==> src/rmst_pkg.sv <==
`timescale 1ns / 1ps
// ----------------------------------------------------------------------------
// rmst_pkg
// Shared types and constants of the range-minimum segment tree.
// ----------------------------------------------------------------------------
package rmst_pkg;

   // leaf spans are held at the width of the leaves-in-use register
   localparam int SPAN_W      = 11;
   // levels of the deepest tree that a SPAN_W-bit leaf count can form
   localparam int TREE_LEVELS = SPAN_W + 1;
   localparam int SP_W        = $clog2(TREE_LEVELS + 1);

   localparam int FUNC_W      = 2;
   localparam int POS_W       = 10;
   localparam int DATA_W      = 16;
   localparam int CSR_IDX_W   = 1;

   // register reset values
   localparam logic [SPAN_W-1:0] LEAVES_RESET   = 11'd1024;
   localparam logic [DATA_W-1:0] SENTINEL_RESET = 16'hFFFF;

   // register indexes
   localparam logic [CSR_IDX_W-1:0] CSR_LEAVES   = 1'b0;
   localparam logic [CSR_IDX_W-1:0] CSR_SENTINEL = 1'b1;

   // operation codes; the fourth code does nothing
   typedef enum logic [FUNC_W-1:0] {
      FUNC_QUERY  = 2'd0,
      FUNC_UPDATE = 2'd1,
      FUNC_CLEAR  = 2'd2
   } func_type;

   typedef struct packed {
      func_type          func;
      logic [POS_W-1:0]  leaf_position;
      logic [DATA_W-1:0] leaf_value;
      logic [POS_W-1:0]  range_low;
      logic [POS_W-1:0]  range_high;
   } req_item_type;

   typedef struct packed {
      logic ready;   // sequencer can take an item
      logic done;    // result waiting in the sequencer
   } seq_status_type;

   typedef enum logic [2:0] {
      ST_CLEAR,
      ST_IDLE,
      ST_QWALK,
      ST_QDRAIN,
      ST_UDOWN,
      ST_URD,
      ST_UWR,
      ST_FINISH
   } seq_state_type;

endpackage

==> src/rmst_min_unit.sv <==
`timescale 1ns / 1ps
// ----------------------------------------------------------------------------
// rmst_min_unit
// Shared unsigned compare-and-select unit used by queries and updates.
// ----------------------------------------------------------------------------
module rmst_min_unit #(
   parameter int WIDTH = 16
) (
   input  logic [WIDTH-1:0] a,
   input  logic [WIDTH-1:0] b,
   output logic [WIDTH-1:0] y
);

   // smaller of the two; ties keep a
   assign y = (b < a) ? b : a;

endmodule

==> src/rmst_seq.sv <==
`timescale 1ns / 1ps
// ----------------------------------------------------------------------------
// rmst_seq
// Sequencer that walks the tree node by node: clearing sweep, query
// descent with a stack of pending right children, update descent and ascent.
// ----------------------------------------------------------------------------
module rmst_seq #(
   parameter int LEAF_COUNT = 1024,
   parameter int VALUE_BITS = 16
) (
   input  logic                                    clock,
   input  logic                                    reset,
   input  logic                                    start,
   input  rmst_pkg::req_item_type                  item,
   input  logic [rmst_pkg::SPAN_W-1:0]             size,
   input  logic [VALUE_BITS-1:0]                   sentinel,
   input  logic                                    out_free,
   output rmst_pkg::seq_status_type                status,
   output logic [VALUE_BITS-1:0]                   result,
   output logic                                    ram_we,
   output logic [$clog2(2*LEAF_COUNT)-1:0]         ram_waddr,
   output logic [VALUE_BITS-1:0]                   ram_wdata,
   output logic [$clog2(2*LEAF_COUNT)-1:0]         ram_raddr,
   input  logic [VALUE_BITS-1:0]                   ram_rdata
);

   localparam int NODE_SLOTS = 2 * LEAF_COUNT;
   localparam int ADDR_W     = $clog2(NODE_SLOTS);
   localparam int NODE_W     = $clog2(LEAF_COUNT) + 2;
   localparam int SPAN_W     = rmst_pkg::SPAN_W;
   localparam int SP_W       = rmst_pkg::SP_W;

   localparam logic [NODE_W-1:0] ROOT      = NODE_W'(1);
   localparam logic [NODE_W-1:0] SLOT_LIM  = NODE_W'(NODE_SLOTS);
   localparam logic [ADDR_W-1:0] LAST_ADDR = ADDR_W'(NODE_SLOTS - 1);

   rmst_pkg::seq_state_type state_ff, state_in;

   logic [SPAN_W-1:0]     pos_ff, pos_in;
   logic [VALUE_BITS-1:0] val_ff, val_in;
   logic [SPAN_W-1:0]     lo_ff, lo_in;
   logic [SPAN_W-1:0]     hi_ff, hi_in;
   logic [NODE_W-1:0]     k_ff, k_in;
   logic [SPAN_W-1:0]     l_ff, l_in;
   logic [SPAN_W-1:0]     r_ff, r_in;
   logic [VALUE_BITS-1:0] acc_ff, acc_in;
   logic                  pend_ff, pend_in;
   logic                  opnd_sent_ff, opnd_sent_in;
   logic [ADDR_W-1:0]     clr_ff, clr_in;
   logic                  clr_op_ff, clr_op_in;
   logic [VALUE_BITS-1:0] fill_ff, fill_in;
   logic [SP_W-1:0]       sp_ff, sp_in;

   // stack of pending right children
   logic [NODE_W-1:0]     stk_k_ff [rmst_pkg::TREE_LEVELS];
   logic [SPAN_W-1:0]     stk_l_ff [rmst_pkg::TREE_LEVELS];
   logic [SPAN_W-1:0]     stk_r_ff [rmst_pkg::TREE_LEVELS];
   logic                  push_en;
   logic [SP_W-1:0]       top_idx;

   // node geometry
   logic [SPAN_W:0]       span_sum;
   logic [SPAN_W-1:0]     mid;
   logic [NODE_W-1:0]     left_k;
   logic [NODE_W-1:0]     right_k;
   logic [NODE_W-1:0]     sib_k;
   logic [NODE_W-1:0]     parent_k;
   logic                  beyond;
   logic                  sib_beyond;
   logic                  disjoint;
   logic                  covered;

   // shared compare unit
   logic [VALUE_BITS-1:0] min_b;
   logic [VALUE_BITS-1:0] min_y;

   assign span_sum   = {1'b0, l_ff} + {1'b0, r_ff};
   assign mid        = span_sum[SPAN_W:1];
   assign left_k     = {k_ff[NODE_W-2:0], 1'b0};
   assign right_k    = {k_ff[NODE_W-2:0], 1'b1};
   assign sib_k      = {k_ff[NODE_W-1:1], ~k_ff[0]};
   assign parent_k   = {1'b0, k_ff[NODE_W-1:1]};
   assign beyond     = (k_ff >= SLOT_LIM);
   assign sib_beyond = (sib_k >= SLOT_LIM);
   assign disjoint   = (r_ff < lo_ff) || (l_ff > hi_ff);
   assign covered    = (lo_ff <= l_ff) && (r_ff <= hi_ff);
   assign top_idx    = sp_ff - SP_W'(1);

   // second operand: stored node or sentinel for nodes off the tree or range
   assign min_b = opnd_sent_ff ? sentinel : ram_rdata;

   rmst_min_unit #(
      .WIDTH (VALUE_BITS)
   ) u_min (
      .a (acc_ff),
      .b (min_b),
      .y (min_y)
   );

   // state register and control
   always_ff @(posedge clock) begin
      if (reset) begin
         state_ff  <= rmst_pkg::ST_CLEAR;
         clr_ff    <= '0;
         clr_op_ff <= 1'b0;
         fill_ff   <= VALUE_BITS'(rmst_pkg::SENTINEL_RESET);
         sp_ff     <= '0;
         pend_ff   <= 1'b0;
      end else begin
         state_ff  <= state_in;
         clr_ff    <= clr_in;
         clr_op_ff <= clr_op_in;
         fill_ff   <= fill_in;
         sp_ff     <= sp_in;
         pend_ff   <= pend_in;
      end
   end

   // payload registers
   always_ff @(posedge clock) begin
      pos_ff       <= pos_in;
      val_ff       <= val_in;
      lo_ff        <= lo_in;
      hi_ff        <= hi_in;
      k_ff         <= k_in;
      l_ff         <= l_in;
      r_ff         <= r_in;
      acc_ff       <= acc_in;
      opnd_sent_ff <= opnd_sent_in;
      if (push_en) begin
         stk_k_ff[sp_ff] <= right_k;
         stk_l_ff[sp_ff] <= mid + SPAN_W'(1);
         stk_r_ff[sp_ff] <= r_ff;
      end
   end

   // next state and outputs
   always_comb begin
      state_in     = state_ff;
      pos_in       = pos_ff;
      val_in       = val_ff;
      lo_in        = lo_ff;
      hi_in        = hi_ff;
      k_in         = k_ff;
      l_in         = l_ff;
      r_in         = r_ff;
      acc_in       = acc_ff;
      pend_in      = 1'b0;
      opnd_sent_in = opnd_sent_ff;
      clr_in       = clr_ff;
      clr_op_in    = clr_op_ff;
      fill_in      = fill_ff;
      sp_in        = sp_ff;
      push_en      = 1'b0;
      ram_we       = 1'b0;
      ram_waddr    = k_ff[ADDR_W-1:0];
      ram_wdata    = val_ff;
      ram_raddr    = k_ff[ADDR_W-1:0];
      status.ready = 1'b0;
      status.done  = 1'b0;

      unique case (state_ff)
         // sweep the whole store with the fill value
         rmst_pkg::ST_CLEAR: begin
            ram_we    = 1'b1;
            ram_waddr = clr_ff;
            ram_wdata = fill_ff;
            clr_in    = clr_ff + ADDR_W'(1);
            if (clr_ff == LAST_ADDR) begin
               clr_in = '0;
               if (clr_op_ff) begin
                  acc_in   = '0;
                  state_in = rmst_pkg::ST_FINISH;
               end else begin
                  state_in = rmst_pkg::ST_IDLE;
               end
            end
         end

         rmst_pkg::ST_IDLE: begin
            status.ready = 1'b1;
            if (start) begin
               pos_in = SPAN_W'(item.leaf_position);
               val_in = VALUE_BITS'(item.leaf_value);
               lo_in  = SPAN_W'(item.range_low);
               hi_in  = SPAN_W'(item.range_high);
               k_in   = ROOT;
               l_in   = '0;
               r_in   = size - SPAN_W'(1);
               sp_in  = '0;
               unique case (item.func)
                  rmst_pkg::FUNC_QUERY: begin
                     // no leaves or empty range: nothing but the sentinel
                     if ((size == '0) || (item.range_low > item.range_high)) begin
                        acc_in   = sentinel;
                        state_in = rmst_pkg::ST_FINISH;
                     end else begin
                        acc_in   = '1;
                        state_in = rmst_pkg::ST_QWALK;
                     end
                  end
                  rmst_pkg::FUNC_UPDATE: begin
                     acc_in = '0;
                     if ((size == '0) || (SPAN_W'(item.leaf_position) >= size)) begin
                        state_in = rmst_pkg::ST_FINISH;
                     end else begin
                        state_in = rmst_pkg::ST_UDOWN;
                     end
                  end
                  rmst_pkg::FUNC_CLEAR: begin
                     fill_in   = sentinel;
                     clr_in    = '0;
                     clr_op_in = 1'b1;
                     state_in  = rmst_pkg::ST_CLEAR;
                  end
                  default: begin
                     acc_in   = '0;
                     state_in = rmst_pkg::ST_FINISH;
                  end
               endcase
            end
         end

         // one node per cycle; its value joins the minimum from the registered read
         rmst_pkg::ST_QWALK: begin
            if (pend_ff) begin
               acc_in = min_y;
            end
            if (disjoint || covered || beyond) begin
               pend_in      = 1'b1;
               opnd_sent_in = disjoint || beyond;
               if (sp_ff == '0) begin
                  state_in = rmst_pkg::ST_QDRAIN;
               end else begin
                  k_in  = stk_k_ff[top_idx];
                  l_in  = stk_l_ff[top_idx];
                  r_in  = stk_r_ff[top_idx];
                  sp_in = top_idx;
               end
            end else begin
               // split: keep the right half for later, go left
               push_en = 1'b1;
               sp_in   = sp_ff + SP_W'(1);
               k_in    = left_k;
               r_in    = mid;
            end
         end

         rmst_pkg::ST_QDRAIN: begin
            acc_in   = min_y;
            state_in = rmst_pkg::ST_FINISH;
         end

         // descend towards the leaf and write it
         rmst_pkg::ST_UDOWN: begin
            if (beyond || (l_ff == r_ff)) begin
               ram_we = !beyond;
               acc_in = beyond ? sentinel : val_ff;
               if (k_ff == ROOT) begin
                  acc_in   = '0;
                  state_in = rmst_pkg::ST_FINISH;
               end else begin
                  state_in = rmst_pkg::ST_URD;
               end
            end else if (pos_ff <= mid) begin
               k_in = left_k;
               r_in = mid;
            end else begin
               k_in = right_k;
               l_in = mid + SPAN_W'(1);
            end
         end

         // ascent: fetch the sibling of the node just repaired
         rmst_pkg::ST_URD: begin
            ram_raddr    = sib_k[ADDR_W-1:0];
            opnd_sent_in = sib_beyond;
            state_in     = rmst_pkg::ST_UWR;
         end

         // ascent: write the parent's new minimum
         rmst_pkg::ST_UWR: begin
            ram_we    = 1'b1;
            ram_waddr = parent_k[ADDR_W-1:0];
            ram_wdata = min_y;
            acc_in    = min_y;
            k_in      = parent_k;
            if (parent_k == ROOT) begin
               acc_in   = '0;
               state_in = rmst_pkg::ST_FINISH;
            end else begin
               state_in = rmst_pkg::ST_URD;
            end
         end

         rmst_pkg::ST_FINISH: begin
            status.done = 1'b1;
            if (out_free) begin
               clr_op_in = 1'b0;
               state_in  = rmst_pkg::ST_IDLE;
            end
         end

         default: begin
            state_in = rmst_pkg::ST_IDLE;
         end
      endcase
   end

   assign result = acc_ff;

   // checks
   a_stack_bound: assert property (@(posedge clock) disable iff (reset)
      sp_ff <= SP_W'(rmst_pkg::TREE_LEVELS))
      else $error("query stack overflow");

   a_query_no_write: assert property (@(posedge clock) disable iff (reset)
      (state_ff == rmst_pkg::ST_QWALK || state_ff == rmst_pkg::ST_QDRAIN) |-> !ram_we)
      else $error("store written during a query");

   a_drain_pending: assert property (@(posedge clock) disable iff (reset)
      (state_ff == rmst_pkg::ST_QDRAIN) |-> pend_ff)
      else $error("query drain without a pending node");

   a_pend_in_query: assert property (@(posedge clock) disable iff (reset)
      pend_ff |-> $past(state_ff == rmst_pkg::ST_QWALK))
      else $error("pending node outside the query walk");

   a_ascent_order: assert property (@(posedge clock) disable iff (reset)
      (state_ff == rmst_pkg::ST_URD) |=> (state_ff == rmst_pkg::ST_UWR))
      else $error("sibling read not followed by parent write");

endmodule

==> config.mk <==
export PLATFORM = sky130hd
export DESIGN_NAME = rmst_seq
export DESIGN_NICKNAME = d
export VERILOG_FILES = /design/src/rmst_pkg.sv /design/src/rmst_min_unit.sv /design/src/rmst_seq.sv
export SDC_FILE = /design/constraint.sdc
export NUM_CORES = 1
export LEC_CHECK = 0
export BUFFER_PORTS_ARGS = -buffer_cell sky130_fd_sc_hd__buf_2
export CAP_MARGIN = 15
export CORE_MARGIN = 1
export CORE_UTILIZATION = 60
export CTS_BUF_LIST = sky130_fd_sc_hd__clkbuf_2 sky130_fd_sc_hd__clkbuf_4 sky130_fd_sc_hd__clkbuf_8
export CTS_CLUSTER_DIAMETER = 200
export DETAILED_ROUTE_END_ITERATION = 10
export PLACE_DENSITY_LB_ADDON = 0.3
export SETUP_SLACK_MARGIN = 0.1
export SYNTH_ARGS = -nofsm -noshare
export SYNTH_HDL_FRONTEND = slang
export SYNTH_SLANG_ARGS = --single-unit
==> constraint.sdc <==
create_clock -name clock -period 7.65 [get_ports clock]
set_input_delay 0 -clock clock [delete_from_list [all_inputs] [get_ports clock]]
set_output_delay 0 -clock clock [all_outputs]
set_load 0.005 [all_outputs]
---- After elaboration in Yosys (flattened, before gate mapping) ----
Memory sizes are Yosys's and may differ from the RTL's.
Cells that the tools add are included.
storage, ports and cells
  bits in writable memories ............... 396
  register bits ........................... 133
  output and inout bits ................... 57
  word-level logic and storage cells ...... 167
  memories kept ........................... 3
cells by class
  bitwise logic cells ..................... 2
  add/subtract/negate cells ............... 6
  reductions and logical operators ........ 33
  order comparisons ....................... 10
  equality and inequality tests ........... 28
  muxes and demuxes ....................... 70
memory list
  name      words  bits a word  rd ports  clocked after Yosys merged registers in  wr ports  line            source
  stk_k_ff  12     11           1         0                                        1         rmst_seq.sv:55  logic [NODE_W-1:0] stk_k_ff [rmst_pkg::TREE_LEVELS];
  stk_l_ff  12     11           1         0                                        1         rmst_seq.sv:56  logic [SPAN_W-1:0] stk_l_ff [rmst_pkg::TREE_LEVELS];
  stk_r_ff  12     11           1         0                                        1         rmst_seq.sv:57  logic [SPAN_W-1:0] stk_r_ff [rmst_pkg::TREE_LEVELS];
operators by type and width
  cell                                                                     number
  16-bit two-way mux                                                       11
  11-bit two-way mux                                                       13
  16-bit one-hot mux with 6 select lines                                   1
  11-bit one-hot mux with 3 select lines                                   2
  16-bit one-hot mux with 2 select lines                                   2
  12-bit two-way mux                                                       4
  12-bit one-hot mux with 4 select lines                                   1
  11-bit one-hot mux with 2 select lines                                   2
  2-bit != test (second input constant)                                    13
  12-bit greater-or-equal comparator (second input constant)               2
  3-bit two-way mux                                                        8
  3-bit one-hot mux with 8 select lines                                    1
  11-bit by 1-bit adder with 11-bit output (second input constant)         2
  10-bit by 11-bit <= comparator with 1-bit output                         2
  16-bit < comparator                                                      1
  1-bit two-way mux                                                        14
  11-bit by 11-bit adder with 12-bit output                                1
  12-bit by 1-bit equality test with 1-bit output (second input constant)  1
  3-bit equality test (second input constant)                              4
  4-bit two-way mux                                                        3
  6-bit AND reduction                                                      2
  11-bit by 1-bit equality test with 1-bit output (second input constant)  1
  11-bit equality test                                                     1
  11-bit equality test (second input constant)                             1
  36 further kinds                                                         56

---- Depth between registers and ports, before layout ----
  word-level depth ........................ 8
  mapped depth ............................ 15

---- Cells and area by module ----
From an unflattened synthesis, not the netlist that was laid out.
second synthesis, totals
  cell total of the unflattened synthesis .. 1,656
  area, all modules ....................... 24,765.0 um2
by module, submodules not included
  module         times used  area an instance (um2)  cells each
  rmst_seq       1           24,116.9                1,589
  rmst_min_unit  1           648.1                   67

---- Least setup slack after synthesis ----
OpenSTA, ideal clock, no wires.
  path type ............................... reg-to-reg
  start point ............................. reg r_ff[0]
  end point ............................... reg l_ff[0], enable pin
  buffers on the path ..................... 0
  path slack .............................. 3.385 ns
  data required time ...................... 7.253 ns
  data arrival time ....................... 3.868 ns
  cell stages (with the launch flop) ...... 15
  library setup time ...................... 0.397 ns
  path through ............................ edfxtp_1 ha_1 inv_1 fa_1 nor2b_1 o31a_1 o31ai_1 a2111oi_0 a311oi_2 ha_1 nand3_1 a21oi_1 a211o_1 nand3_1 a211oi_1
between the ends
  word-level cells in the longest chain between the ends .. 6
  elaborated cells on any way between the ends .. 14
  classes of those cells .................. add/sub (1); order compare (3); eq/ne (4); reduce/logical (6)
ends and longest elaborated chain
  what                                                                               line             source
  from (decl)                                                                        rmst_seq.sv:45   logic [SPAN_W-1:0] r_ff, r_in;
  from (signal assigned)                                                             rmst_seq.sv:127  r_ff <= r_in;
  branches (longest 5 deep; another with 11-bit by 11-bit adder with 12-bit output)  -
  6-bit AND reduction (no source line) *                                             -
  to (signal assigned)                                                               rmst_seq.sv:126  l_ff <= l_in;
  to (decl)                                                                          rmst_seq.sv:44   logic [SPAN_W-1:0] l_ff, l_in;
Every way passes the cells marked *.
A chain may end at the register's enable or synchronous reset.

---- Worst setup path in the final report ----
  start point ............................. reg opnd_sent_ff
  end point ............................... out ram_wdata[0]
between the ends
  word-level cells in the longest chain between the ends .. 4
ends and longest elaborated chain
  what                                      line                 source
  from (decl)                               rmst_seq.sv:48       logic opnd_sent_ff, opnd_sent_in;
  from (signal assigned)                    rmst_seq.sv:129      opnd_sent_ff <= opnd_sent_in;
  16-bit two-way mux *                      rmst_seq.sv:90       assign min_b = opnd_sent_ff ? sentinel : ram_rdata;
  16-bit < comparator                       rmst_min_unit.sv:15  assign y = (b < a) ? b : a;
  16-bit two-way mux *                      rmst_min_unit.sv:15
  16-bit one-hot mux with 2 select lines *  rmst_seq.sv:162      unique case (state_ff)
  to (decl)                                 rmst_seq.sv:22       output logic [VALUE_BITS-1:0] ram_wdata,
Every way passes the cells marked *; elsewhere a longest branch is shown, timed or not.

==> summary.txt <==
Run status
  • Status: finished clean

Clocking
  • Root Buffer: clkbuf_8
  • Post-CTS Setup Inserts: 0
  • Number of buffers created by CTS: 83
  • Reg clk slew, reported paths: 60 ps
  • Clk sink count: 529
  • Clock latency on the worst-skew pair: 640 ps
  • Htree depth: 3
  • CTS tree: done
  • Post-CTS sizing: 0
  • Clock Path Buffers: 3
  • Hold_buf cts: 96

Detailed routing
  • Drt drc: 0
  • Post-DRT Antenna Nets: 0
  • Detailed-router iteration count before antenna repair: 6
  • Final WL: 60500 um
  • Vias/cell: 6.44
  • 1st-iter DRT viols: 1529
  • Post-DR wirelength/cell: 24.7 um
  • Total number of vias: 15800

Worst setup path
  • Type of the worst setup path: reg2out
  • CP Data Arrival Time: 4640 ps
  • Crit. Startpoint: opnd_sent_ff
  • Critical Path RT: 7650 ps
  • Worst r2r src: r_ff[0]
  • CP startpoint kind: flop
  • Crit-path max FO: 16
  • Critical Path End Type: output pin

Power and ir drop
  • Static Leak: 10.2 nW
  • Pwr dens: 280 mW/mm^2
  • Worst vdd ir: 0.000153 V

Die
  • IO Pins: 152
  • Row count: 73
  • Initial Util: 0.611
  • Horiz. Die Dim: 204 um
  • Die H: 204 um
  • Area of the core: 0.0399 mm^2
  • Die area: 0.0414 mm^2

Timing
  • Final Max Tran Viols: 0
  • Worst Tran Pin Value: 1210 ps
  • Rel. slew slack: 0.192
  • Final min period: 4640 ps
  • Final setup TNS: 0 ps
  • Final worst path period share: 0.607
  • Final Skew: 32.0 ps
  • Final hold viol count: 0
  • Achievable Freq: 0.216 GHz
  • Setup Viol. Count Final: 0
  • Unrepaired setup endpoints after global routing: false

Finish
  • Nets: 2061
  • Layout cells sized above 1: 0.238
  • Final Util: 0.706
  • N_diodes: 0
  • Filler cells: 2476
  • Register area: 0.0155 mm^2
  • Combined area of the multi-input logic cells: 0.00822 mm^2
  • Layout area overhead: 15.7%
  • Non-filler instance count after layout: 2447

GRT
  • GRT Util Overall: 0.299
  • Grt peak-use layer: met2
  • Global-route wire length before repair: 92600 um
  • Antenna violations before repair: 0
  • Vias in the first global route: 16200
  • M3 GR Usage: 0.0521
  • Overflow after GRT: 0
  • Largest net degree at the start of global routing: 70
  • GR Layer Usage met2: 0.483
  • Met1 usage: 0.411

Logic synthesis
  • Syn_area_per_cell: 15.3 um^2
  • Ranking of synthesized cells by area: edfxtp_1 (61%), mux4_2 (9.1%), ha_1 (5.3%)
  • Most common cell in the netlist: edfxtp_1
  • Share of the synthesized area in the top cell type: 0.607
  • Post-Syn Instances: 1594
  • Synth async-reset ratio: 0
  • Most frequent cells after synthesis: edfxtp_1 (493), nand2_1 (106), ha_1 (103)
  • Synth Warn #: 0
  • Top FF cell, synth: edfxtp_1
  • Seq/Total Area, Yosys: 0.637
  • Synthesized area: 0.0244 mm^2
  • Number of synthesized register bits: 529
  • Post-Syn Nets: 1793
  • Synth cell types: 75
  • EDFF count, synth: 493
  • Largest area contributor in the netlist: edfxtp_1

Placed design
  • Placer Congestion: 0.915
  • DPL Wire Length: 36300 um
  • Post-Place Cells: 2206
  • PortBufs: 151

Worst hold path
  • Min-delay src: item[24]
  • Hold crit path type: in2reg

Flow run
  • Max cap viols: 0
==> flip-flops by register name, summed over array words and instances (netlist names), 3 cells and up <==
| register | count |
|---|---|
| clr_ff | 11 |
| fill_ff | 16 |
| hi_ff | 10 |
| k_ff | 12 |
| l_ff | 11 |
| lo_ff | 10 |
| pos_ff | 10 |
| r_ff | 11 |
| result | 16 |
| sp_ff | 4 |
| state_ff | 3 |
| stk_k_ff | 132 |
| stk_l_ff | 132 |
| stk_r_ff | 132 |
| val_ff | 16 |
==> metrics by stage <==
step	setup WS (ps)	cell area (um^2)	hold WS [ps]	total power, W
4_1_cts	3170	28200	6.70	0.00787
2_1_floorplan	3380	24400	95.7	0.00491
6_report	3010	28200	74.9	0.00789
5_1_grt	2800	28200	67.7	0.00820
3_5_place_dp	3300	25600	179	0.00555
3_3_place_gp	3420	25600	178	0.00549
==> critical path, cell delays in order, from the launching register on <==
cell      delay (ps)
edfxtp_1         980
mux2_2           450
ha_1             310
a21oi_1           90
nor2b_1          110
o21ai_0           70
a21oi_1          140
nor3_1            70
o21ai_2          890
mux2_2           430
o21ai_0          240
buf_2            190
==> power breakdown <==
| part | switching, W | leakage, nW | internal, W |
|---|---|---|---|
| combinational | 0.00114 | 4.60 | 0.000639 |
| sequential | 0.000205 | 4.73 | 0.00360 |
| clock | 0.00107 | 0.850 | 0.00124 |
| total | 0.00241 | 10.2 | 0.00548 |
==> placed cells by master (no fill, tap or decap), types with 42 or more instances in the layout <==
cell           count
a22oi_1           42
buf_2            151
clkbuf_8          86
dlygate4sd3_1     96
edfxtp_1         493
ha_1             102
inv_1             88
mux2i_1           69
mux4_2            99
nand2_1          106
nor2_1            57
o21ai_0           56
==> area by class of cell <==
class / count / share of cell area
clock inverters: 25 / 0.00528
inverters: 91 / 0.0126
clock buffers: 120 / 0.0510
multi-input cells: 893 / 0.292
repair buffers: 264 / 0.0655
flip-flops and latches: 529 / 0.551
well taps: 525 / 0.0233
==> cells by family after synthesis <==
kind of cell / share of synthesized area
XOR/XNOR: 0.0111
flip-flops: 0.637
AND/OR/NAND/NOR: 0.0572
multiplexers: 0.128
AO/OA/AOI/OAI: 0.0840
buffers and inverters: 0.0293
adder cells (fa/ha/maj): 0.0537
==> worst paths after layout <==
kind                        to  slack (ps)  depth (start not counted)
hold / removal       val_ff[4]          70                          2
hold reg to reg     fill_ff[1]         480                          2
setup reg to reg       r_ff[1]        3160                         13
setup / recovery  ram_wdata[0]        3010                         11
==> routing by layer <==
layer	vias up	part of all wire
li1	6832	-
met1	7903	0.40
met2	882	0.49
met3	133	0.088
met4	0	0.025
met5	-	0
(Power assumes the default switching activity.)
